`src/rtl/crls_pkg.sv`:
```
// Shared types, constants and helpers for the chainable RGB LED frame sender.
// No dependencies; imported by crls_ctrl, crls_datapath and the top level.

package crls_pkg;

    localparam int unsigned C_MAX_LEDS = 16;
    localparam int unsigned LEDCNT_W   = 5;
    localparam int unsigned IDX_IN_W   = 4;
    localparam int unsigned LEVEL_W    = 8;
    localparam int unsigned COLOUR_W   = 3 * LEVEL_W;
    localparam int unsigned WORD_W     = 32;
    localparam int unsigned S_TDATA_W  = 32;

    localparam logic [WORD_W-1:0] C_ZERO_WORD = '0;

    typedef enum logic [1:0] {
        SEL_START = 2'd0,
        SEL_LED   = 2'd1,
        SEL_END   = 2'd2
    } t_out_sel;

    typedef struct packed {
        logic     store_wr;
        logic     cnt_clr;
        logic     rd_issue;
        logic     cnt_inc;
        logic     out_load;
        t_out_sel out_sel;
    } t_dp_cmd;

    typedef struct packed {
        logic cnt_zero;
        logic cnt_last;
        logic out_free;
    } t_dp_stat;

    // entry layout: blue[23:16], green[15:8], red[7:0]
    function automatic logic [WORD_W-1:0] colour_word(input logic [COLOUR_W-1:0] c);
        logic [LEVEL_W-1:0] r;
        logic [LEVEL_W-1:0] g;
        logic [LEVEL_W-1:0] b;
        r = c[LEVEL_W-1:0];
        g = c[2*LEVEL_W-1:LEVEL_W];
        b = c[3*LEVEL_W-1:2*LEVEL_W];
        return {2'b11, ~b[7], ~b[6], ~g[7], ~g[6], ~r[7], ~r[6], b, g, r};
    endfunction

endpackage

```
`src/rtl/crls_ctrl.sv`:
```
// Frame sequencer state machine for the LED frame sender.
// Depends on crls_pkg; drives crls_datapath through t_dp_cmd / t_dp_stat.

module crls_ctrl (
    input  logic              i_clk,
    input  logic              i_rst_n,
    input  logic              i_in_valid,
    output logic              o_in_ready,
    input  crls_pkg::t_dp_stat i_stat,
    output crls_pkg::t_dp_cmd  o_cmd
);
    import crls_pkg::*;

    typedef enum logic [4:0] {
        S_IDLE  = 5'b00001,
        S_START = 5'b00010,
        S_READ  = 5'b00100,
        S_LED   = 5'b01000,
        S_END   = 5'b10000
    } t_state;

    t_state r_state;
    t_state n_state;

    always_ff @(posedge i_clk) begin
        if (!i_rst_n) begin
            r_state <= S_IDLE;
        end else begin
            r_state <= n_state;
        end
    end

    always_comb begin
        n_state    = r_state;
        o_in_ready = 1'b0;
        o_cmd      = '0;
        o_cmd.out_sel = SEL_START;
        case (r_state)
            S_IDLE: begin
                o_in_ready = 1'b1;
                if (i_in_valid) begin
                    o_cmd.store_wr = 1'b1;
                    o_cmd.cnt_clr  = 1'b1;
                    n_state        = S_START;
                end
            end
            S_START: begin
                if (i_stat.out_free) begin
                    o_cmd.out_load = 1'b1;
                    o_cmd.out_sel  = SEL_START;
                    n_state        = i_stat.cnt_zero ? S_END : S_READ;
                end
            end
            S_READ: begin
                o_cmd.rd_issue = 1'b1;
                n_state        = S_LED;
            end
            S_LED: begin
                if (i_stat.out_free) begin
                    o_cmd.out_load = 1'b1;
                    o_cmd.out_sel  = SEL_LED;
                    o_cmd.cnt_inc  = 1'b1;
                    n_state        = i_stat.cnt_last ? S_END : S_READ;
                end
            end
            S_END: begin
                if (i_stat.out_free) begin
                    o_cmd.out_load = 1'b1;
                    o_cmd.out_sel  = SEL_END;
                    n_state        = S_IDLE;
                end
            end
            default: begin
                n_state = S_IDLE;
            end
        endcase
    end

    a_accept_starts_frame: assert property (@(posedge i_clk) disable iff (!i_rst_n)
        (r_state == S_IDLE && i_in_valid) |=> (r_state == S_START))
        else $error("accepted transaction did not start a frame");

    a_end_returns_idle: assert property (@(posedge i_clk) disable iff (!i_rst_n)
        (o_cmd.out_load && o_cmd.out_sel == SEL_END) |=> (r_state == S_IDLE))
        else $error("end word loaded without returning to idle");

    a_last_led_to_end: assert property (@(posedge i_clk) disable iff (!i_rst_n)
        (r_state == S_LED && i_stat.out_free && i_stat.cnt_last) |=> (r_state == S_END))
        else $error("last LED word not followed by end word");

endmodule

```
`src/rtl/crls_datapath.sv`:
```
// Colour store, LED counter, count register and output register.
// Depends on crls_pkg; commanded by crls_ctrl.

module crls_datapath #(
    parameter int unsigned MAX_LEDS = crls_pkg::C_MAX_LEDS
) (
    input  logic                            i_clk,
    input  logic                            i_rst_n,
    input  logic                            i_cfg_valid,
    input  logic [crls_pkg::LEDCNT_W-1:0]   i_cfg_data,
    input  logic [crls_pkg::S_TDATA_W-1:0]  i_s_tdata,
    input  logic                            i_m_tready,
    output logic                            o_m_tvalid,
    output logic [crls_pkg::WORD_W-1:0]     o_m_tdata,
    output logic                            o_m_tlast,
    input  crls_pkg::t_dp_cmd               i_cmd,
    output crls_pkg::t_dp_stat              o_stat
);
    import crls_pkg::*;

    localparam int unsigned IDX_W = (MAX_LEDS > 1) ? $clog2(MAX_LEDS) : 1;
    localparam int unsigned CAP   = (MAX_LEDS < 31) ? MAX_LEDS : 31;
    localparam logic [LEDCNT_W-1:0] CAP_CNT = CAP[LEDCNT_W-1:0];

    logic [LEDCNT_W-1:0] r_leds;
    logic [LEDCNT_W-1:0] eff_cnt;
    logic [LEDCNT_W-1:0] r_cnt;

    logic [COLOUR_W-1:0] mem [MAX_LEDS];
    logic [MAX_LEDS-1:0] r_valid;
    logic [COLOUR_W-1:0] r_rd_data;
    logic                r_rd_vld;

    logic                r_out_valid;
    logic [WORD_W-1:0]   r_out_data;
    logic                r_out_last;

    logic [IDX_IN_W-1:0]       in_idx;
    logic [COLOUR_W-1:0]       in_colour;
    logic                      in_use;
    logic [IDX_W+IDX_IN_W-1:0] wr_wide;
    logic [IDX_W-1:0]          wr_addr;
    logic [IDX_W+LEDCNT_W-1:0] rd_wide;
    logic [IDX_W-1:0]          rd_addr;
    logic                      store_we;
    logic                      out_free;
    logic [WORD_W-1:0]         led_word;

    assign eff_cnt   = (r_leds > CAP_CNT) ? CAP_CNT : r_leds;
    assign in_idx    = i_s_tdata[IDX_IN_W-1:0];
    assign in_colour = {i_s_tdata[IDX_IN_W+3*LEVEL_W-1:IDX_IN_W+2*LEVEL_W],
                        i_s_tdata[IDX_IN_W+2*LEVEL_W-1:IDX_IN_W+LEVEL_W],
                        i_s_tdata[IDX_IN_W+LEVEL_W-1:IDX_IN_W]};
    assign in_use    = ({1'b0, in_idx} < eff_cnt);
    assign store_we  = i_cmd.store_wr && in_use;
    assign wr_wide   = {{IDX_W{1'b0}}, in_idx};
    assign wr_addr   = wr_wide[IDX_W-1:0];
    assign rd_wide   = {{IDX_W{1'b0}}, r_cnt};
    assign rd_addr   = rd_wide[IDX_W-1:0];
    assign out_free  = !r_out_valid || i_m_tready;
    assign led_word  = colour_word(r_rd_vld ? r_rd_data : '0);

    assign o_stat.cnt_zero = (eff_cnt == '0);
    assign o_stat.cnt_last = (r_cnt == eff_cnt - 1'b1);
    assign o_stat.out_free = out_free;

    assign o_m_tvalid = r_out_valid;
    assign o_m_tdata  = r_out_data;
    assign o_m_tlast  = r_out_last;

    always_ff @(posedge i_clk) begin
        if (!i_rst_n) begin
            r_leds <= LEDCNT_W'(1);
        end else if (i_cfg_valid) begin
            r_leds <= i_cfg_data;
        end
    end

    always_ff @(posedge i_clk) begin
        if (!i_rst_n) begin
            r_cnt <= '0;
        end else if (i_cmd.cnt_clr) begin
            r_cnt <= '0;
        end else if (i_cmd.cnt_inc) begin
            r_cnt <= r_cnt + 1'b1;
        end
    end

    always_ff @(posedge i_clk) begin
        if (store_we) begin
            mem[wr_addr] <= in_colour;
        end
        if (i_cmd.rd_issue) begin
            r_rd_data <= mem[rd_addr];
        end
    end

    always_ff @(posedge i_clk) begin
        if (!i_rst_n) begin
            r_valid  <= '0;
            r_rd_vld <= 1'b0;
        end else begin
            if (store_we) begin
                r_valid[wr_addr] <= 1'b1;
            end
            if (i_cmd.rd_issue) begin
                r_rd_vld <= r_valid[rd_addr];
            end
        end
    end

    always_ff @(posedge i_clk) begin
        if (!i_rst_n) begin
            r_out_valid <= 1'b0;
        end else if (i_cmd.out_load) begin
            r_out_valid <= 1'b1;
        end else if (i_m_tready) begin
            r_out_valid <= 1'b0;
        end
    end

    always_ff @(posedge i_clk) begin
        if (i_cmd.out_load) begin
            case (i_cmd.out_sel)
                SEL_START: begin
                    r_out_data <= C_ZERO_WORD;
                    r_out_last <= 1'b0;
                end
                SEL_LED: begin
                    r_out_data <= led_word;
                    r_out_last <= 1'b0;
                end
                SEL_END: begin
                    r_out_data <= C_ZERO_WORD;
                    r_out_last <= 1'b1;
                end
                default: begin
                    r_out_data <= C_ZERO_WORD;
                    r_out_last <= 1'b0;
                end
            endcase
        end
    end

    a_load_only_when_free: assert property (@(posedge i_clk) disable iff (!i_rst_n)
        i_cmd.out_load |-> out_free)
        else $error("output register overwritten while holding a word");

    a_read_in_range: assert property (@(posedge i_clk) disable iff (!i_rst_n)
        i_cmd.rd_issue |-> (r_cnt < eff_cnt))
        else $error("store read beyond LEDs in use");

    a_end_word_zero: assert property (@(posedge i_clk) disable iff (!i_rst_n)
        (r_out_valid && r_out_last) |-> (r_out_data == C_ZERO_WORD))
        else $error("end word is not zero");

endmodule

```
`src/rtl/chainable_rgb_led_frame_sender_core.sv`:
```
// Top level of the chainable RGB LED frame sender.
// Depends on crls_pkg, crls_ctrl and crls_datapath.

// Each accepted transaction updates one LED colour (if its index is below the
// effective LED count, min(leds_in_chain, MAX_LEDS)) and then sends a frame of
// 32-bit words: a zero start word, one colour word per LED in use (LED 0
// first), and a zero end word marked by tlast. Every colour word costs one
// registered read of the colour store plus one output load. The next
// transaction is taken once the end word sits in the output register.
// The colour store reads as zero after reset through per-entry valid flags,
// so no clearing pass is needed. The count register is written over the cfg
// channel, which is always ready; write it only while the block is idle.

module chainable_rgb_led_frame_sender_core #(
    parameter int unsigned MAX_LEDS = crls_pkg::C_MAX_LEDS
) (
    input  logic                            i_clk,
    input  logic                            i_rst_n,
    input  logic                            i_cfg_valid,
    output logic                            o_cfg_ready,
    input  logic [crls_pkg::LEDCNT_W-1:0]   i_cfg_data,
    input  logic                            i_s_tvalid,
    output logic                            o_s_tready,
    // [3:0] led_index, [11:4] red_level, [19:12] green_level,
    // [27:20] blue_level, [31:28] zero
    input  logic [crls_pkg::S_TDATA_W-1:0]  i_s_tdata,
    output logic                            o_m_tvalid,
    input  logic                            i_m_tready,
    // [31:0] frame_word
    output logic [crls_pkg::WORD_W-1:0]     o_m_tdata,
    output logic                            o_m_tlast
);
    import crls_pkg::*;

    t_dp_cmd  cmd;
    t_dp_stat stat;

    assign o_cfg_ready = 1'b1;

    crls_ctrl u_ctrl (
        .i_clk      (i_clk),
        .i_rst_n    (i_rst_n),
        .i_in_valid (i_s_tvalid),
        .o_in_ready (o_s_tready),
        .i_stat     (stat),
        .o_cmd      (cmd)
    );

    crls_datapath #(
        .MAX_LEDS (MAX_LEDS)
    ) u_datapath (
        .i_clk       (i_clk),
        .i_rst_n     (i_rst_n),
        .i_cfg_valid (i_cfg_valid),
        .i_cfg_data  (i_cfg_data),
        .i_s_tdata   (i_s_tdata),
        .i_m_tready  (i_m_tready),
        .o_m_tvalid  (o_m_tvalid),
        .o_m_tdata   (o_m_tdata),
        .o_m_tlast   (o_m_tlast),
        .i_cmd       (cmd),
        .o_stat      (stat)
    );

endmodule

```
`config.mk`:
```
export PLATFORM = sky130hd
export DESIGN_NAME = chainable_rgb_led_frame_sender_core
export DESIGN_NICKNAME = d
export VERILOG_FILES = /design/src/rtl/crls_pkg.sv /design/src/rtl/crls_ctrl.sv /design/src/rtl/crls_datapath.sv /design/src/rtl/chainable_rgb_led_frame_sender_core.sv
export SDC_FILE = /design/constraint.sdc
export NUM_CORES = 1
export LEC_CHECK = 0
export ABC_CLOCK_PERIOD_IN_PS = 9600
export BUFFER_PORTS_ARGS = -buffer_cell sky130_fd_sc_hd__buf_2
export CAP_MARGIN = 20
export CORE_UTILIZATION = 30
export DETAILED_ROUTE_END_ITERATION = 6
export PLACE_DENSITY = 0.43
export SLEW_MARGIN = 10
export SYNTH_ARGS = -nofsm -noshare
export SYNTH_HDL_FRONTEND = slang
export SYNTH_SLANG_ARGS = --single-unit
export TNS_END_PERCENT = 1
```
`constraint.sdc`:
```
create_clock -name i_clk -period 9.6 [get_ports i_clk]
set_clock_uncertainty 0.2 [all_clocks]
set_input_delay 1.44 -clock i_clk [delete_from_list [all_inputs] [get_ports i_clk]]
set_output_delay 1.44 -clock i_clk [all_outputs]
set_load 0.005 [all_outputs]
```
Word-level counts from Yosys, hierarchy flattened
Memories as Yosys holds them, arrays and structs flattened. A register that Yosys moved wholly into a read port is not among the register bits.
Cells that the tools add are included.
{"block": "totals", "reg_bits": 66, "mem_bits_rw": 384, "out_inout_bits": 36, "word_cells": 75, "memories": 1}
{"memory": "u_datapath.mem", "depth": 16, "width": 24, "read_ports": 1, "rd_ports_with_merged_regs": 1, "write_ports": 1, "line": "crls_datapath.sv:29", "text": "logic [COLOUR_W-1:0] mem [MAX_LEDS];"}
{"block": "classes", "addsub": 2, "magnitude_cmp": 5, "eq_ne": 12, "mux": 28, "bitwise_logic": 8, "reduce_logical": 9}
{"cell": "$mux 5", "n": 7}
{"cell": "$mux 32", "n": 1}
{"cell": "$pmux 5 s5", "n": 1}
{"cell": "$mux 24", "n": 1}
{"cell": "$or 16x16->16", "n": 1}
{"cell": "$lt 4x5->1 const B", "n": 2}
{"cell": "$mux 1", "n": 10}
{"cell": "$pmux 3 s3", "n": 1}
{"cell": "$not 1->1", "n": 7}
{"cell": "$mux 3", "n": 2}
{"cell": "$ne 2x1->1 const B", "n": 3}
{"cell": "$add 5x1->5 const B", "n": 1}
{"cell": "$eq 5x1->1 const B", "n": 1}
{"cell": "$eq 5x2->1 const B", "n": 1}
{"cell": "$eq 5x3->1 const B", "n": 1}
{"cell": "$eq 5x4->1 const B", "n": 1}
{"cell": "$eq 5x5->1", "n": 1}
{"cell": "$eq 5x5->1 const B", "n": 1}
{"cell": "$gt 5x5->1 const B", "n": 1}
{"cell": "$logic_not 5->1", "n": 1}
{"cell": "$lt 4x5->1", "n": 1}
{"cell": "$sub 5x1->5 const B", "n": 1}
{"cell": "$bmux 1 s4", "n": 1}
{"cell": "$demux 1 s4", "n": 1}
{"cell": "13 further kinds", "n": 15}

Logic depth before layout (Yosys ltp)
{"block": "logic_depth", "ltp_word": 7, "mapped_depth": 10, "ltp_nobuf": 8}

Modules after synthesis
Synthesis repeated with hierarchy kept, for this count alone.
{"block": "unflattened", "cells_unflattened": 859, "hier_area_um2": 18226.2}
{"module": "crls_datapath", "instances": 1, "cells_each": 805, "area_per_inst_um2": 17785.8}
{"module": "crls_ctrl", "instances": 1, "cells_each": 52, "area_per_inst_um2": 429.2}
{"module": "chainable_rgb_led_frame_sender_core", "instances": 1, "cells_each": 2, "area_per_inst_um2": 11.3}

Worst setup path after synthesis
Ideal clock, no wire load.
{"block": "synth_timing", "kind": "input -> register", "from": "in i_s_tdata[1] (netlist name)", "to": "mem u_datapath.mem[0][0] (netlist name), enable pin", "arrival_ns": 4.606, "required_time_ns": 8.931, "slack_ns": 4.325, "path_stages": 5, "cell_sequence": "ha_1 > o21a_1 > o31ai_4 > a211oi_4 > nor4_1"}
{"block": "synth_between", "elab_chain_cells": 4}
{"element": "from (decl)", "line": "chainable_rgb_led_frame_sender_core.sv:26", "text": "input logic [crls_pkg::S_TDATA_W-1:0] i_s_tdata,"}
{"element": "$lt 4x5->1", "line": "crls_datapath.sv:54", "text": "assign in_use = ({1'b0, in_idx} < eff_cnt);"}
{"element": "$logic_and 1x1->1", "line": "crls_datapath.sv:55", "text": "assign store_we = i_cmd.store_wr && in_use;"}
{"element": "$mux 1", "line": "crls_datapath.sv:90", "text": "if (store_we) begin"}
{"element": "$mux 1 (not written as such)", "line": "crls_datapath.sv:91", "text": "mem[wr_addr] <= in_colour;"}
{"element": "to (decl)", "line": "crls_datapath.sv:29"}
Parallel ways exist; a longest one is shown, timed or not.

Worst setup path in the final report
{"block": "layout_timing", "from": "in i_s_tdata[1] (netlist name)", "to": "mem u_datapath.mem[14][17] (netlist name), enable pin"}
The elaborated chain is that of the path after synthesis.

==> results <==
- The endpoint required time on the critical path is 9620 ps.
- The via count is 8663.
- The number of setup buffers added after CTS is 0.
- The type of the worst setup path is input pin to flip-flop.
- In this run, synthesis produced a sequential element count of 473.
- The number of standard cells after synthesis is 906.
- The startpoint type of the worst setup path is an input pin.
- For this run, design rule violations remaining after detail routing come to 0.
- At the pin with the least slew margin, the transition time is 905.8 ps.
- The detail route stage leaves a number of antenna-violating nets equal to 0.
- No sink is reached through more buffers than the 3 on the longest clock path.
- The core region is 0.06047 mm².
- For this run, the share of the core covered by cells in the final layout is 0.3561.
- In the final layout, the multi-input gates occupy 0.004352 mm².
- Fill cells in the final layout number 5589.
- The iteration count of the initial detailed-routing pass is 4.
- The number of synthesized flops with an enable pin is 440.
- For this run, the leading register cell type out of synthesis is sky130_fd_sc_hd__edfxtp_1.
- For this design the ratio of total power to cell area is 203.7 mW/mm².
- The width of the die is 249.8 µm.
- Sorting the synthesized cells by area gives the leading types as sky130_fd_sc_hd__edfxtp_1 (72%), sky130_fd_sc_hd__mux4_2 (12%), sky130_fd_sc_hd__dfxtp_1 (3.6%), sky130_fd_sc_hd__mux2i_1 (1.7%), sky130_fd_sc_hd__nor2b_1 (1.1%).
- From bottom edge to top edge, the die measures 249.8 µm.
- Setup repair after global routing left no endpoint under its margin.
- The first element of the critical path is i_s_tdata[1].
- The total of cells resized after clock tree synthesis is 0.
- The relative slew slack is 0.3961.
- VDD sags by at most 0.1205 mV.
- The global-route wire length before repair is 62340 µm.
- The kind of path behind the tightest hold check is flip-flop to flip-flop.
- Compared with the post-synthesis result, the final layout area differs by 16.92%.
- The commonest cells after synthesis are sky130_fd_sc_hd__edfxtp_1 (440), sky130_fd_sc_hd__mux4_2 (100), sky130_fd_sc_hd__a21oi_1 (35), sky130_fd_sc_hd__dfxtp_1 (33), sky130_fd_sc_hd__mux2i_1 (32).
- The share of the Yosys chip area taken by registers is 0.7533.
- In the routed layout, each cell is associated on average with a via count of 4.757.
- The startpoint identified for the worst hold timing path is u_datapath.r_valid[10].
- The initial utilization of the core area, before any placement, comes to 0.3046.
- At the later pin of the worst-skew pair, clock insertion delay measures 600 ps.
- The routability-driven placement congestion ratio is 0.6863.
- The number of maximum-capacitance constraint violations is 0.
- The cell with the most instances after synthesis is sky130_fd_sc_hd__edfxtp_1.
- Based on the critical path, the design can be clocked at up to 303.6 MHz.
- The number of buffers added on ports is 72.
- The number of global-route vias before repair was 9302.
- The average routed wire per standard cell is 22.79 µm.
- The number of nets handed over by synthesis was 953.
- For this design the static power due to leakage is 6.654 nW.
- After clock tree synthesis, the clock-pin slew on the worst setup and hold paths is 60 ps.
- The HPWL after detailed placement is 20800 µm.
- The part of the cycle the worst path needs is 0.3431.
- The total standard cell area after synthesis is 0.01842 mm².
- The worst-case reg-to-reg path depth is 5.
- The number of antenna violations at the first check in global routing was 3.
- The H-tree depth reported by CTS is 2.
- TritonCTS built the clock tree.
- The area occupied by registers is 0.01389 mm².
- Across all hold checks on the routed design, the worst slack comes to 260.0 ps.
- In this run the core area contains 90 standard-cell rows.
- Setup violations remaining at the end of the flow were counted as 0.
- The endpoint kind of the worst setup timing path is a flip-flop.
- Clock tree synthesis selected as its root buffer the cell sky130_fd_sc_hd__clkbuf_16.
- The setup TNS after final layout is 0 ps.
- For this run, the total global-route usage over all layers was measured as 0.1363.
- Counting instances, the worst hold path has a depth of 1.
- In this run the worst path has a maximum fanout of 25.
- The die area is 0.06238 mm².
- Of the cells placed in the final design, the portion with a size suffix greater than 1 is 0.2887.
- The count of different cell masters after synthesis is 53.
- Entering global routing, the biggest net connects 78 pins.
- Of all cell types, the one taking the most synthesized area is sky130_fd_sc_hd__edfxtp_1.
- The total clock buffers created by CTS is 50.
- 0 antenna diodes ended up in the layout.
- After the last flow step, the layout net total stands at 1045.
- The final wirelength is 41500 µm.
- The per-instance average area after synthesis is 20.33 µm².
- Counting flops with an async set or reset pin after synthesis yields a share of 0.
- The run finished with clean final reports.
- The total count of max-transition violations in the final report was 0.
- In this run the critical register-to-register path is launched from u_datapath.r_cnt[0].
- The minimum clock period is 3294 ps.
- The fraction of post-synthesis cell area in the top cell type by area is 0.7174.
- The total of hold buffers inserted after clock tree synthesis is 0.
- The number of sinks on the clock net is 473.
- STA puts the critical path data arrival time at 3310 ps.
- Yosys printed 0 warnings.
- The count of final hold-check violations is 0.
- The count of boundary I/O pins is 78.
- In this run, the number of DRC markers left after iteration 0 of detailed routing was 561.
- The total overflow reported by the global router is 0.
## state kept, by name (all words and copies together) (netlist names)
register / count
u_ctrl.r_state: 5
u_datapath.mem: 384
u_datapath.o_m_tdata: 31
u_datapath.o_m_tlast: 1
u_datapath.o_m_tvalid: 1
u_datapath.r_cnt: 5
u_datapath.r_leds: 5
u_datapath.r_rd_data: 24
u_datapath.r_rd_vld: 1
u_datapath.r_valid: 16
## where the power goes
part           leakage, nW  switching (W)  internal, W   total, W
registers             4.22     0.00000698      0.00227    0.00227
clock network        0.824       0.000805      0.00121    0.00202
logic                 1.61      0.0000684    0.0000276  0.0000960
## layout by cell type, fill, tap and decap left out, types with 11 or more instances in the layout
master                      instances
sky130_fd_sc_hd__edfxtp_1         440
sky130_fd_sc_hd__a211oi_1          24
sky130_fd_sc_hd__mux2i_1           32
sky130_fd_sc_hd__clkinv_1          11
sky130_fd_sc_hd__a21oi_1           35
sky130_fd_sc_hd__nor2b_1           31
sky130_fd_sc_hd__nand2_1           16
sky130_fd_sc_hd__buf_2             72
sky130_fd_sc_hd__and3_1            24
sky130_fd_sc_hd__buf_4             22
sky130_fd_sc_hd__mux4_2           100
sky130_fd_sc_hd__o21a_1            18
sky130_fd_sc_hd__clkbuf_16         51
sky130_fd_sc_hd__dfxtp_1           29
## cell type report
type / instances / area share
Clock inverter: 29 / 0.01662
Multi-Input combinational cell: 373 / 0.2021
Clock buffer: 64 / 0.06293
Tap cell: 782 / 0.04544
Sequential cell: 473 / 0.6449
Timing Repair Buffer: 97 / 0.02754
Inverter: 3 / 0.0005230
## logic make-up (layout without fill, tap and decap cells)
family                     after synthesis  count (layout)  synth area share
buffers and inverters                   60             193           0.01760
DFF                                    473             473            0.7533
xor gates and xnor gates                 8               8          0.003805
AOI/OAI and AO/OA                       94              94           0.03451
and+or+nand+nor                        133             133           0.04749
other                                    1               1         0.0002036
muxes                                  132             132            0.1397
adders and majority gates                5               5          0.003397
## worst max-delay path: stages
cell and delay [ps]:
sky130_fd_sc_hd__buf_2 130, sky130_fd_sc_hd__ha_1 290, sky130_fd_sc_hd__o21a_1 200, sky130_fd_sc_hd__o31ai_4 70
sky130_fd_sc_hd__a211oi_4 80, sky130_fd_sc_hd__buf_4 260, sky130_fd_sc_hd__nor4_2 300, sky130_fd_sc_hd__buf_4 520
## path summary, 6_finish.rpt
| path | slack (ps) | endpoint |
|---|---|---|
| max reg2reg | 6420 | u_datapath.r_rd_data[22] |
| min reg2reg | 260 | u_datapath.r_valid[10] |
| min | 260 | u_datapath.r_valid[10] |
| max | 6310 | u_datapath.mem[14][17] |
## metrics by stage
step	instance area [µm²]	cells	worst slack (ps)	total power, W
floorplan	18420	906	4325	0.002361
detailed placement	19790	1727	5662	0.002415
CTS	21510	1820	6294	0.004441
global route	21530	1821	6189	0.004518
global placement	19770	1726	5672	0.002411
finish	21530	1821	6306	0.004385
## routing by layer
layer  vias up  share of wire  wire [µm]  global-route usage
met5         -        0.00043         18                   0
met4         4          0.022        933             0.04356
met3        64          0.034       1422             0.02159
met2       132           0.49      20510              0.2296
met1      4558           0.45      18620              0.1796
li1       3905              -          -                   -
Power figures use the tool's default switching activity.
